<file path="src/torque_sensor_frame_deframer_core_macros.svh">
// ----------------------------------------------------------------------------
// Deframer assertion macros
// Clocked assertion helpers for the torque sensor deframer; they expect
// signals named clk and rst_n in the using scope.
// ----------------------------------------------------------------------------
`ifndef TORQUE_SENSOR_FRAME_DEFRAMER_CORE_MACROS_SVH
`define TORQUE_SENSOR_FRAME_DEFRAMER_CORE_MACROS_SVH

`ifndef SYNTHESIS
`define TSFD_ASSERT_IMPLY(label, ante, cons, msg) \
    label: assert property (@(posedge clk) disable iff (!rst_n) (ante) |-> (cons)) \
        else $error(msg);
`define TSFD_ASSERT_NEXT(label, ante, cons, msg) \
    label: assert property (@(posedge clk) disable iff (!rst_n) (ante) |=> (cons)) \
        else $error(msg);
`else
`define TSFD_ASSERT_IMPLY(label, ante, cons, msg)
`define TSFD_ASSERT_NEXT(label, ante, cons, msg)
`endif

`endif

</file>
<file path="src/tsfd_pkg.sv">
// ----------------------------------------------------------------------------
// Deframer package
// Step codes, control word layout and the sequencer program of the deframer.
// ----------------------------------------------------------------------------
package tsfd_pkg;

    localparam int unsigned WindowDepth = 8;
    localparam logic [15:0] CrcInit     = 16'hFFFF;
    localparam logic [15:0] CrcPoly     = 16'hA001;

    typedef enum logic [2:0] {
        STEP_WAIT   = 3'd0,
        STEP_CHECK  = 3'd1,
        STEP_XOR    = 3'd2,
        STEP_SHIFT  = 3'd3,
        STEP_NEXT   = 3'd4,
        STEP_RESULT = 3'd5,
        STEP_DROP   = 3'd6
    } step_t;

    typedef enum logic [2:0] {
        COND_NEXT       = 3'd0,
        COND_JUMP       = 3'd1,
        COND_NO_REQ     = 3'd2,
        COND_SHORT      = 3'd3,
        COND_BITS_LEFT  = 3'd4,
        COND_BYTES_LEFT = 3'd5,
        COND_OUT_BUSY   = 3'd6
    } cond_t;

    typedef struct packed {
        logic  take_byte;
        logic  crc_init;
        logic  crc_xor;
        logic  crc_shift;
        logic  next_byte;
        logic  load_result;
        logic  drop;
        cond_t cond;
        step_t target;
    } ctrl_t;

    function automatic ctrl_t ucode_word(step_t s);
        ctrl_t w;
        w = '{take_byte: 1'b0, crc_init: 1'b0, crc_xor: 1'b0, crc_shift: 1'b0,
              next_byte: 1'b0, load_result: 1'b0, drop: 1'b0,
              cond: COND_JUMP, target: STEP_WAIT};
        case (s)
            STEP_WAIT:
            begin
                w.take_byte = 1'b1;
                w.cond      = COND_NO_REQ;
                w.target    = STEP_WAIT;
            end
            STEP_CHECK:
            begin
                w.crc_init = 1'b1;
                w.cond     = COND_SHORT;
                w.target   = STEP_WAIT;
            end
            STEP_XOR:
            begin
                w.crc_xor = 1'b1;
                w.cond    = COND_NEXT;
            end
            STEP_SHIFT:
            begin
                w.crc_shift = 1'b1;
                w.cond      = COND_BITS_LEFT;
                w.target    = STEP_SHIFT;
            end
            STEP_NEXT:
            begin
                w.next_byte = 1'b1;
                w.cond      = COND_BYTES_LEFT;
                w.target    = STEP_XOR;
            end
            STEP_RESULT:
            begin
                w.load_result = 1'b1;
                w.cond        = COND_OUT_BUSY;
                w.target      = STEP_RESULT;
            end
            STEP_DROP:
            begin
                w.drop   = 1'b1;
                w.cond   = COND_JUMP;
                w.target = STEP_WAIT;
            end
            default:
            begin
                w.cond   = COND_JUMP;
                w.target = STEP_WAIT;
            end
        endcase
        return w;
    endfunction

endpackage

</file>
<file path="src/torque_sensor_frame_deframer_core.sv">
// ----------------------------------------------------------------------------
// Torque sensor frame deframer
// Collects serial bytes into 6- or 8-byte frames, checks the Modbus CRC-16
// and emits torque/speed measurements or CRC-error results.
// ----------------------------------------------------------------------------
// Use: bytes enter on in_valid/in_ready with data_byte, one request each.
// Results leave on out_valid/out_ready through an output register.
// The user must write frame_mode (with cfg_wr_en/cfg_wr_data) only while the
// block is idle; the block itself does not enforce this. A byte that does
// not complete a frame goes through the check step back to the wait step.
// A byte that completes a frame starts a bit-serial CRC run over the payload
// bytes on the microcoded sequencer (an XOR step, shift steps and a next-byte
// step per byte), then loads the result and drops before the next byte.
// A CRC error drops the oldest byte; a good frame drops the whole frame.
// If the receiver stalls, the sequencer holds at the result step until the
// output register frees; bytes are accepted again only after that.
// Reset empties the window, selects six-byte frames and clears out_valid.
// ----------------------------------------------------------------------------
`include "torque_sensor_frame_deframer_core_macros.svh"

module torque_sensor_frame_deframer_core (
    input  logic               clk,
    input  logic               rst_n,
    input  logic               in_valid,
    output logic               in_ready,
    input  logic [7:0]         data_byte,
    output logic               out_valid,
    input  logic               out_ready,
    output logic               result_kind,
    output logic signed [23:0] torque_hundredths,
    output logic signed [24:0] speed_rpm,
    output logic [15:0]        received_crc,
    output logic [15:0]        computed_crc,
    input  logic               cfg_wr_en,
    input  logic               cfg_wr_data
);
    import tsfd_pkg::*;

    step_t       step_reg, step_next;
    logic [3:0]  fill_count_reg, fill_count_next;
    logic        frame_mode_reg;
    logic        out_valid_reg, out_valid_next;
    logic [2:0]  byte_idx_reg;
    logic [2:0]  bit_cnt_reg;
    logic [15:0] crc_reg;
    logic [7:0]  window_reg [WindowDepth];

    logic               result_kind_reg;
    logic signed [23:0] torque_reg;
    logic signed [24:0] speed_reg;
    logic [15:0]        rx_crc_reg;
    logic [15:0]        calc_crc_reg;

    ctrl_t        ctrl;
    logic         accept;
    logic         out_busy;
    logic         cond_hit;
    logic         load;
    logic [3:0]   frame_len;
    logic [2:0]   last_idx;
    logic [15:0]  rx_crc;
    logic         mismatch;
    logic [15:0]  mag;
    logic [23:0]  torque_val;
    logic [24:0]  speed_val;

    always_comb
    begin
        ctrl      = ucode_word(step_reg);
        accept    = in_valid && ctrl.take_byte;
        out_busy  = out_valid_reg && !out_ready;
        load      = ctrl.load_result && !out_busy;
        frame_len = frame_mode_reg ? 4'd8 : 4'd6;
        last_idx  = frame_mode_reg ? 3'd5 : 3'd3;
        rx_crc    = frame_mode_reg ? {window_reg[7], window_reg[6]}
                                   : {window_reg[5], window_reg[4]};
        mismatch  = (rx_crc != crc_reg);
        mag       = {window_reg[1], window_reg[0]};

        if (frame_mode_reg)
        begin
            torque_val = {window_reg[2], window_reg[1], window_reg[0]};
            speed_val  = {1'b0, window_reg[5], window_reg[4], window_reg[3]};
        end
        else
        begin
            torque_val = window_reg[2][7] ? (24'd0 - {8'd0, mag}) : {8'd0, mag};
            speed_val  = {{9{window_reg[3][7]}}, window_reg[3], 1'b0, window_reg[2][6:0]};
        end

        case (ctrl.cond)
            COND_NEXT:       cond_hit = 1'b0;
            COND_JUMP:       cond_hit = 1'b1;
            COND_NO_REQ:     cond_hit = !in_valid;
            COND_SHORT:      cond_hit = (fill_count_reg < frame_len);
            COND_BITS_LEFT:  cond_hit = (bit_cnt_reg != 3'd7);
            COND_BYTES_LEFT: cond_hit = (byte_idx_reg != last_idx);
            COND_OUT_BUSY:   cond_hit = out_busy;
            default:         cond_hit = 1'b1;
        endcase
        step_next = cond_hit ? ctrl.target : step_t'(step_reg + 3'd1);

        fill_count_next = fill_count_reg;
        if (accept && (fill_count_reg < 4'(WindowDepth)))
        begin
            fill_count_next = fill_count_reg + 4'd1;
        end
        else if (ctrl.drop)
        begin
            if (mismatch)
            begin
                fill_count_next = fill_count_reg - 4'd1;
            end
            else if (frame_len >= fill_count_reg)
            begin
                fill_count_next = 4'd0;
            end
            else
            begin
                fill_count_next = fill_count_reg - frame_len;
            end
        end

        out_valid_next = out_valid_reg;
        if (out_ready)
        begin
            out_valid_next = 1'b0;
        end
        if (load)
        begin
            out_valid_next = 1'b1;
        end
    end

    always_ff @(posedge clk or negedge rst_n)
    begin
        if (!rst_n)
        begin
            step_reg       <= STEP_WAIT;
            fill_count_reg <= 4'd0;
            frame_mode_reg <= 1'b0;
            out_valid_reg  <= 1'b0;
        end
        else
        begin
            step_reg       <= step_next;
            fill_count_reg <= fill_count_next;
            out_valid_reg  <= out_valid_next;
            if (cfg_wr_en)
            begin
                frame_mode_reg <= cfg_wr_data;
            end
        end
    end

    always_ff @(posedge clk)
    begin
        if (accept && (fill_count_reg < 4'(WindowDepth)))
        begin
            window_reg[fill_count_reg[2:0]] <= data_byte;
        end
        else if (ctrl.drop)
        begin
            // advance the window by one byte or by a six-byte frame
            if (mismatch)
            begin
                for (int i = 0; i < WindowDepth - 1; i++)
                begin
                    window_reg[i] <= window_reg[i + 1];
                end
            end
            else if (!frame_mode_reg)
            begin
                window_reg[0] <= window_reg[6];
                window_reg[1] <= window_reg[7];
            end
        end

        if (ctrl.crc_init)
        begin
            crc_reg      <= CrcInit;
            byte_idx_reg <= 3'd0;
        end
        if (ctrl.crc_xor)
        begin
            crc_reg     <= crc_reg ^ {8'd0, window_reg[byte_idx_reg]};
            bit_cnt_reg <= 3'd0;
        end
        if (ctrl.crc_shift)
        begin
            crc_reg     <= crc_reg[0] ? ((crc_reg >> 1) ^ CrcPoly) : (crc_reg >> 1);
            bit_cnt_reg <= bit_cnt_reg + 3'd1;
        end
        if (ctrl.next_byte)
        begin
            byte_idx_reg <= byte_idx_reg + 3'd1;
        end

        if (load)
        begin
            result_kind_reg <= mismatch;
            torque_reg      <= mismatch ? 24'sd0 : signed'(torque_val);
            speed_reg       <= mismatch ? 25'sd0 : signed'(speed_val);
            rx_crc_reg      <= rx_crc;
            calc_crc_reg    <= crc_reg;
        end
    end

    assign in_ready          = ctrl.take_byte;
    assign out_valid         = out_valid_reg;
    assign result_kind       = result_kind_reg;
    assign torque_hundredths = torque_reg;
    assign speed_rpm         = speed_reg;
    assign received_crc      = rx_crc_reg;
    assign computed_crc      = calc_crc_reg;

    `TSFD_ASSERT_IMPLY(a_fill_bound, 1'b1, fill_count_reg <= 4'd8, "window fill above depth")
    `TSFD_ASSERT_IMPLY(a_no_full_req, in_valid && in_ready, fill_count_reg < 4'd8,
                       "request accepted with a full window")
    `TSFD_ASSERT_NEXT(a_load_shows, step_reg == STEP_RESULT && !out_busy, out_valid_reg,
                      "result load not visible")
    `TSFD_ASSERT_IMPLY(a_idx_bound, step_reg == STEP_SHIFT, byte_idx_reg <= last_idx,
                       "CRC byte index past payload")

endmodule
</file>
<file path="config.mk">
export PLATFORM = sky130hd
export DESIGN_NAME = torque_sensor_frame_deframer_core
export DESIGN_NICKNAME = d
export VERILOG_FILES = /design/src/tsfd_pkg.sv /design/src/torque_sensor_frame_deframer_core.sv
export VERILOG_INCLUDE_DIRS = /design/src /design/src/src
export SDC_FILE = /design/constraint.sdc
export NUM_CORES = 1
export LEC_CHECK = 0
export ABC_AREA = 1
export BUFFER_PORTS_ARGS = -buffer_cell sky130_fd_sc_hd__buf_2
export CORE_AREA = 2 2 133 135
export DETAILED_ROUTE_END_ITERATION = 10
export DIE_AREA = 0 0 135 137
export PLACE_DENSITY = 0.79
export SETUP_SLACK_MARGIN = 0.3
export SLEW_MARGIN = 20
export SYNTH_ARGS = -nofsm -noshare
export SYNTH_HDL_FRONTEND = slang
export SYNTH_SLANG_ARGS = --single-unit
</file>
<file path="constraint.sdc">
create_clock -name clk -period 4.7 [get_ports clk]
set_clock_uncertainty 0.2 [all_clocks]
set_input_delay 0.94 -clock clk [delete_from_list [all_inputs] [get_ports clk]]
set_output_delay 0.94 -clock clk [all_outputs]
set_load 0.02 [all_outputs]
</file>
==> results.sh, run 1 <==
export IMPL_grt_pass1_vias=6599
export IMPL_syn_inst=932
export IMPL_tns_ps=0
export IMPL_period_minus_slack_ps=3110
export IMPL_fp_coreArea_um2=17100
export IMPL_internal_power_uw=3520
export IMPL_largest_reg_flops=64
export IMPL_fin_nets=1050
export IMPL_combPwrFrac_pct=30.0
export IMPL_initial_core_util_pct=52.1
export IMPL_cp_max_fo=59
export IMPL_h_tree_depth=4
export IMPL_maxCapViolations=0
export IMPL_drtAntennaViolNets=0
export IMPL_root_buffer="clkbuf_16"
export IMPL_final_setup_viol_count=0
export IMPL_holdBufCountCts=0
export IMPL_drc=0
export IMPL_clockPowerShare_pct=27.6
export IMPL_grtUsageTotal_pct=25.3
export IMPL_cts_resized=0
export IMPL_antenna_found_initial=0
export IMPL_cp_end_kind="flip-flop"
export IMPL_critPathMaxStageDelay_ps=590
export IMPL_switchingPower_uw=2000
export IMPL_slew_headroom_pct=29.4
export IMPL_vias=7139
export IMPL_wirelength_um=22900
export IMPL_post_cts_buffers=0
export IMPL_cp_slowest_cell="o21ai_1"
export IMPL_final_cell_count_no_fill=1259
export IMPL_drive_gt1_share_pct=16.1
export IMPL_diodes=0
export IMPL_dieArea_um2=18500
export IMPL_path_buf_inv=1
export IMPL_reg2reg_from="frame_mode_reg"
export IMPL_drt_initial_drc_count=740
export IMPL_wl_per_cell_um=18.2
export IMPL_synth_area_top_cells="edfxtp_1, nand2_1, o21ai_0, inv_1, a21oi_1"
export IMPL_clockBufferDepth=2
export IMPL_ys_seq_area_share_pct=59.9
export IMPL_fmax_ghz=0.322
export IMPL_synth_area_leader_cell="edfxtp_1"
export IMPL_worst_hold_path_type="input port to asynchronous set/reset pin"
export IMPL_avgSynthCellArea_um2=9.54
export IMPL_yosys_warnings=0
export IMPL_worstPathCellList="inv_2 -> nand2_1 -> nand2_1 -> nand2_1 -> nand2_1 -> nor2_1 -> nand2_1 -> nor2_2 -> nand2_4 -> nand2_4 -> o21ai_1"
export IMPL_grt_overflow=0
export IMPL_ys_types=42
export IMPL_clkTransAtPathRegs_ps=70
export IMPL_power_density_nw_per_um2=543
export IMPL_critical_path_class="flip-flop to flip-flop"
export IMPL_syn_nets=961
export IMPL_place_hpwl_um=16400
export IMPL_min_period_over_period_pct=66.1
export IMPL_hold_viol_final=0
export IMPL_globalplace_congestion=0.962
export IMPL_p_leak_uw=0.00433
export IMPL_status="finished clean"
export IMPL_area_delta_synth_final_pct=14.4
export IMPL_crit_path_frequent_cell="nand2_1"
export IMPL_clock_sinks=180
export IMPL_synth_area_um2=8890
export IMPL_crit_path_start="frame_mode_reg"
export IMPL_worst_slew_pin_slew_ps=1060
export IMPL_viasPerCell=5.67
export IMPL_die_y_um=137
export IMPL_io_pins=98
export IMPL_netlist_area_leader_share_pct=56.7
export IMPL_pwr_share_seq_pct=42.4
export IMPL_timing_hold_ws_ps=138
export IMPL_dp_cells=1227
export IMPL_insertion_delay_ps=440
export IMPL_cts_tree="yes"
export IMPL_firstDrtPassIters=5
export IMPL_vdd_ir_drop_worst_mv=0.335
export IMPL_numCtsBuffers=17
export IMPL_final_common_cell="nand2_1"
export IMPL_ys_ff_latch=180
export IMPL_grt_pass1_wl_um=35300
export IMPL_final_cell_mix="nand2_1, edfxtp_1, o21ai_0"
export IMPL_rsz0062_at_grt="no"
export IMPL_crit_family="simple AND/OR/NAND/NOR gates"
export IMPL_arrival_ps=2970
export IMPL_grt_max_degree=60
export IMPL_swShare_pct=36.2
export IMPL_fp_row_count=48
export IMPL_slew_viol_final=0
export IMPL_cp_start_kind="flip-flop"
export IMPL_numPortBuffers=97
export IMPL_cp_required_ps=4570
export IMPL_die_x_um=135
path summary, 6_finish.rpt:
path	end	slack (ps)	cells after the start
worst max-delay path	window_reg[2][7]	1590	11
worst min-delay path	step_reg[2]	140	1
worst max register to register	window_reg[2][7]	1590	11
worst min register to register	computed_crc[13]	300	0
max in group asynchronous	step_reg[0]	3970	1
min in group clk	computed_crc[13]	300	0
layout make-up:
cell class / count / area, µm²
Clock inverter: 14 / 199
Fill cell: 1416 / 6880
Inverter: 109 / 410
Sequential cell: 180 / 5330
Timing Repair Buffer: 104 / 538
Clock buffer: 18 / 429
Tap cell: 225 / 282
Multi-Input combinational cell: 609 / 2990
kinds of logic (layout without fill, tap and decap cells):
kind of cell / after synthesis / in the layout / synth area share [%]
adder cells (fa/ha/maj): 15 / 15 / 2.19
AO/OA/AOI/OAI: 229 / 229 / 13.5
flip-flops: 180 / 180 / 59.9
AND/OR/NAND/NOR: 359 / 359 / 17.1
buffers and inverters: 143 / 245 / 6.68
XOR/XNOR: 6 / 6 / 0.591
synthesized netlist by cell type, drive strengths merged:
cell type	count
edfxtp	168
buf	18
o21ai	129
nor4	1
nand2	243
and2	2
nor3	3
fa	1
nand3	43
o21a	3
nor3b	1
o22ai	23
o21bai	3
dfrtp	9
xor2	4
nand4	1
or2	7
a21oi	67
nor2	57
dfxtp	3
clkinv	3
clkbuf	16
o31ai	3
xnor2	2
a211oi	1
ha	14
nand3b	1
inv	106
stage by stage:
step	utilization (%)	area (µm²)	worst slack, ps	total power (µW)
finish	59.7	10200	1590	5520
global route	59.7	10200	1310	5830
CTS	59.6	10200	1420	5500
detailed placement	55.9	9540	1450	3990
global placement	55.9	9540	1470	3950
floorplan	-	8900	867	3510
power groups by stage:
stage / registers, µW / clock network (µW) / logic (µW)
2_1_floorplan: 2370 / 0 / 1130
3_3_place_gp: 2360 / 0 / 1590
3_5_place_dp: 2370 / 0 / 1620
4_1_cts: 2330 / 1530 / 1640
5_1_grt: 2370 / 1590 / 1870
6_report: 2340 / 1530 / 1660
per-layer routing:
layer / vias to the layer above / part of all wire [%] / GRT usage, %
li1: 3345 / - / -
met5: - / 0 / 0
met1: 3362 / 39 / 32.3
met4: 0 / 4.0 / 11.9
met2: 362 / 48 / 41.6
met3: 70 / 8.4 / 5.41
(Power assumes the default switching activity.)
==> run 2, diff against run 1 <==
--- a/config.mk
+++ b/config.mk
@@ -6,12 +6,12 @@
 export SDC_FILE = /design/constraint.sdc
 export NUM_CORES = 1
 export LEC_CHECK = 0
-export ABC_AREA = 1
+export ABC_AREA = 0
 export BUFFER_PORTS_ARGS = -buffer_cell sky130_fd_sc_hd__buf_2
-export CORE_AREA = 2 2 133 135
+export CORE_AREA = 2 2 126 128
 export DETAILED_ROUTE_END_ITERATION = 10
-export DIE_AREA = 0 0 135 137
-export PLACE_DENSITY = 0.79
+export DIE_AREA = 0 0 128 130
+export PLACE_DENSITY = 0.83
 export SETUP_SLACK_MARGIN = 0.3
 export SLEW_MARGIN = 20
 export SYNTH_ARGS = -nofsm -noshare
==> constraint.sdc (replaced) <==
create_clock -name clk -period 3.2 [get_ports clk]
set_clock_uncertainty 0.2 [all_clocks]
set_input_delay 0.64 -clock clk [delete_from_list [all_inputs] [get_ports clk]]
set_output_delay 0.64 -clock clk [all_outputs]
set_load 0.02 [all_outputs]
==> run 2 against run 1 <==
Net effect: non-clock buffer count increased by 51; critical path depth decreased by 1; sequential power increased by 56%; routed wire length increased by 2.7%; largest cell class unchanged.
==> results.sh, run 2 <==
export IMPL_min_period_over_period_pct=92.2
export IMPL_wl_per_cell_um=23.4
export IMPL_p_leak_uw=0.00426
export IMPL_synth_async_reset_ratio_pct=5.00
export IMPL_worst_hold_path_type="flip-flop to flip-flop"
export IMPL_globalplace_congestion=0.907
export IMPL_grt_overflow=0
export IMPL_drc=0
export IMPL_place_hpwl_um=15700
export IMPL_die_y_um=130
export IMPL_vdd_ir_drop_worst_mv=0.660
export IMPL_worst_slew_pin_slew_ps=826
export IMPL_antenna_found_initial=0
export IMPL_die_x_um=128
export IMPL_cp_required_ps=3190
export IMPL_grt_pass1_vias=6113
export IMPL_numCtsBuffers=17
export IMPL_num_fill_cells=1017
export IMPL_power_density_nw_per_um2=790
export IMPL_drive_gt1_share_pct=31.3
export IMPL_synth_edf_count=168
export IMPL_firstDrtPassIters=5
export IMPL_slew_viol_final=0
export IMPL_largest_reg_flops=64
export IMPL_hold_viol_final=0
export IMPL_yosys_warnings=0
export IMPL_initial_core_util_pct=57.3
export IMPL_cts_tree="yes"
export IMPL_root_buffer="clkbuf_16"
export IMPL_drtAntennaViolNets=0
export IMPL_critical_path_class="flip-flop to flip-flop"
export IMPL_final_setup_viol_count=0
export IMPL_rsz0062_at_grt="yes"
export IMPL_clock_sinks=180
export IMPL_fp_coreArea_um2=15400
export IMPL_clkTransAtPathRegs_ps=70
export IMPL_ys_types=55
export IMPL_h_tree_depth=4
export IMPL_utilization_pct=69.1
export IMPL_drt_initial_drc_count=654
export IMPL_synth_area_um2=8830
export IMPL_cp_start_kind="flip-flop"
export IMPL_maxCapViolations=0
export IMPL_vias=6353
export IMPL_multiInputGateArea_um2=3370
export IMPL_avgSynthCellArea_um2=13.3
export IMPL_arrival_ps=2940
export IMPL_wirelength_um=23500
export IMPL_fmax_ghz=0.339
export IMPL_grtUsageTotal_pct=27.1
export IMPL_fp_row_count=46
export IMPL_synth_cells_most_frequent="edfxtp_1, nor2_1, a21o_1"
export IMPL_io_pins=98
export IMPL_diodes=0
export IMPL_netlist_area_leader_share_pct=57.1
export IMPL_syn_nets=694
export IMPL_insertion_delay_ps=430
export IMPL_slew_headroom_pct=44.7
export IMPL_clockBufferDepth=2
export IMPL_synth_area_top_cells="edfxtp_1, mux2i_1, mux4_2, a21o_1, xor2_1"
export IMPL_cp_end_kind="flip-flop"
export IMPL_pre_cts_slack_ps=-85.8
export IMPL_grt_max_degree=49
export IMPL_ys_seq_area_share_pct=60.3
export IMPL_ff_latch_area_um2=5330
export IMPL_status="finished clean"
export IMPL_area_delta_synth_final_pct=20.6
export IMPL_ys_ff_latch=180
export IMPL_numPortBuffers=97
export IMPL_final_cell_mix="edfxtp_1, buf_2, nor2_1"
export IMPL_synth_top_flop_cell="edfxtp_1"
export IMPL_yosysMostFrequentCell="edfxtp_1"
export IMPL_grt_pass1_wl_um=33400
export IMPL_viasPerCell=6.33
export IMPL_syn_inst=665
export IMPL_timing_final_ws_setup_ps=248
export IMPL_dieArea_um2=16600
export IMPL_cp_max_fo=13
export IMPL_final_common_cell="edfxtp_1"
export IMPL_period_minus_slack_ps=2950
export IMPL_fin_nets=828
export IMPL_synth_area_leader_cell="edfxtp_1"
==> run 2: cell count changes in the layout (fill, tap and decap cells not counted), moves of 14 or more <==
cell       change
a2bb2oi_1     +14
a21oi_1       -31
nand3_1       -37
buf_4         +38
o21ai_0       -99
nand2_1      -192
mux2i_1       +39
a21o_1        +43
mux4_2        +16
inv_1         -81
xor2_1        +25
o22ai_1       -22
o21ai_1       -16
==> run 2: metrics by stage <==
step	cells	hold WS [ps]	setup TNS (ps)	cell area, µm²	power [µW]
2_1_floorplan	665	144	0	8840	5390
3_3_place_gp	953	239	-54.7	9710	6130
3_5_place_dp	953	235	-387	9710	6260
4_1_cts	991	249	0	10400	8290
5_1_grt	1004	255	0	10700	8770
6_report	1004	252	0	10700	8420
==> run 2: power by group <==
part | switching [µW] | total, µW | internal (µW)
registers | 426 | 3640 | 3210
clock network | 875 | 2020 | 1140
logic | 1610 | 2770 | 1150
==> run 2: timing repair <==
item / 4_1_cts / 5_1_grt
resized for setup: 14 / 31
setup endpoints to repair: 168 / 117
gates cloned: 0 / 3
pin swaps: 3 / 4
setup buffers: 5 / 10
hold buffers: 1 / 0
hold endpoints to repair: 9 / 0
==> run 2: critical path: stages (launching register included) <==
cell and delay [ps]:
dfrtp_4 520, buf_6 160, mux2_4 310, xor2_1 160
nor4_2 390, nand4_1 160, buf_6 180, buf_4 150
clkbuf_16 180, mux2i_1 200, a2bb2oi_1 90
==> run 2: path summary, 6_finish.rpt <==
| check | slack [ps] | cells after the start | start | endpoint |
|---|---|---|---|---|
| worst max-delay path | 250 | 10 | frame_mode_reg | window_reg[0][7] |
| worst min-delay path | 250 | 0 | crc_reg[11] | computed_crc[11] |
| worst max register to register | 250 | 10 | frame_mode_reg | window_reg[0][7] |
| worst min register to register | 250 | 0 | crc_reg[11] | computed_crc[11] |
| max in group asynchronous | 2180 | 2 | rst_n | frame_mode_reg |
| min in group asynchronous | 390 | 2 | rst_n | fill_count_reg[2] |
==> run 2: per-layer routing <==
layer,vias up,part of all wire [%],track usage [%]
met1,3105,35,32.2
li1,2741,-,-
met4,0,6.7,15.1
met5,-,0,0
met3,100,7.9,4.80
met2,407,50,47.3
==> run 2: logic make-up (layout without fill, tap and decap cells) <==
logic type | Yosys count | after routing | synth area share, %
adder cells (fa/ha/maj) | 15 | 15 | 2.21
flip-flops | 180 | 180 | 60.3
multiplexers | 74 | 74 | 11.2
AND/OR/NAND/NOR | 149 | 149 | 8.00
XOR/XNOR | 44 | 44 | 4.36
AO/OA/AOI/OAI | 142 | 142 | 11.0
buffers and inverters | 61 | 208 | 2.87
==> run 2: cell type report <==
class,count,share of cell area (%)
Clock buffer,18,4.03
Inverter,21,0.740
Sequential cell,180,50.0
Multi-Input combinational cell,424,31.6
Tap cell,192,2.25
Timing Repair Buffer,155,9.99
Clock inverter,14,1.30
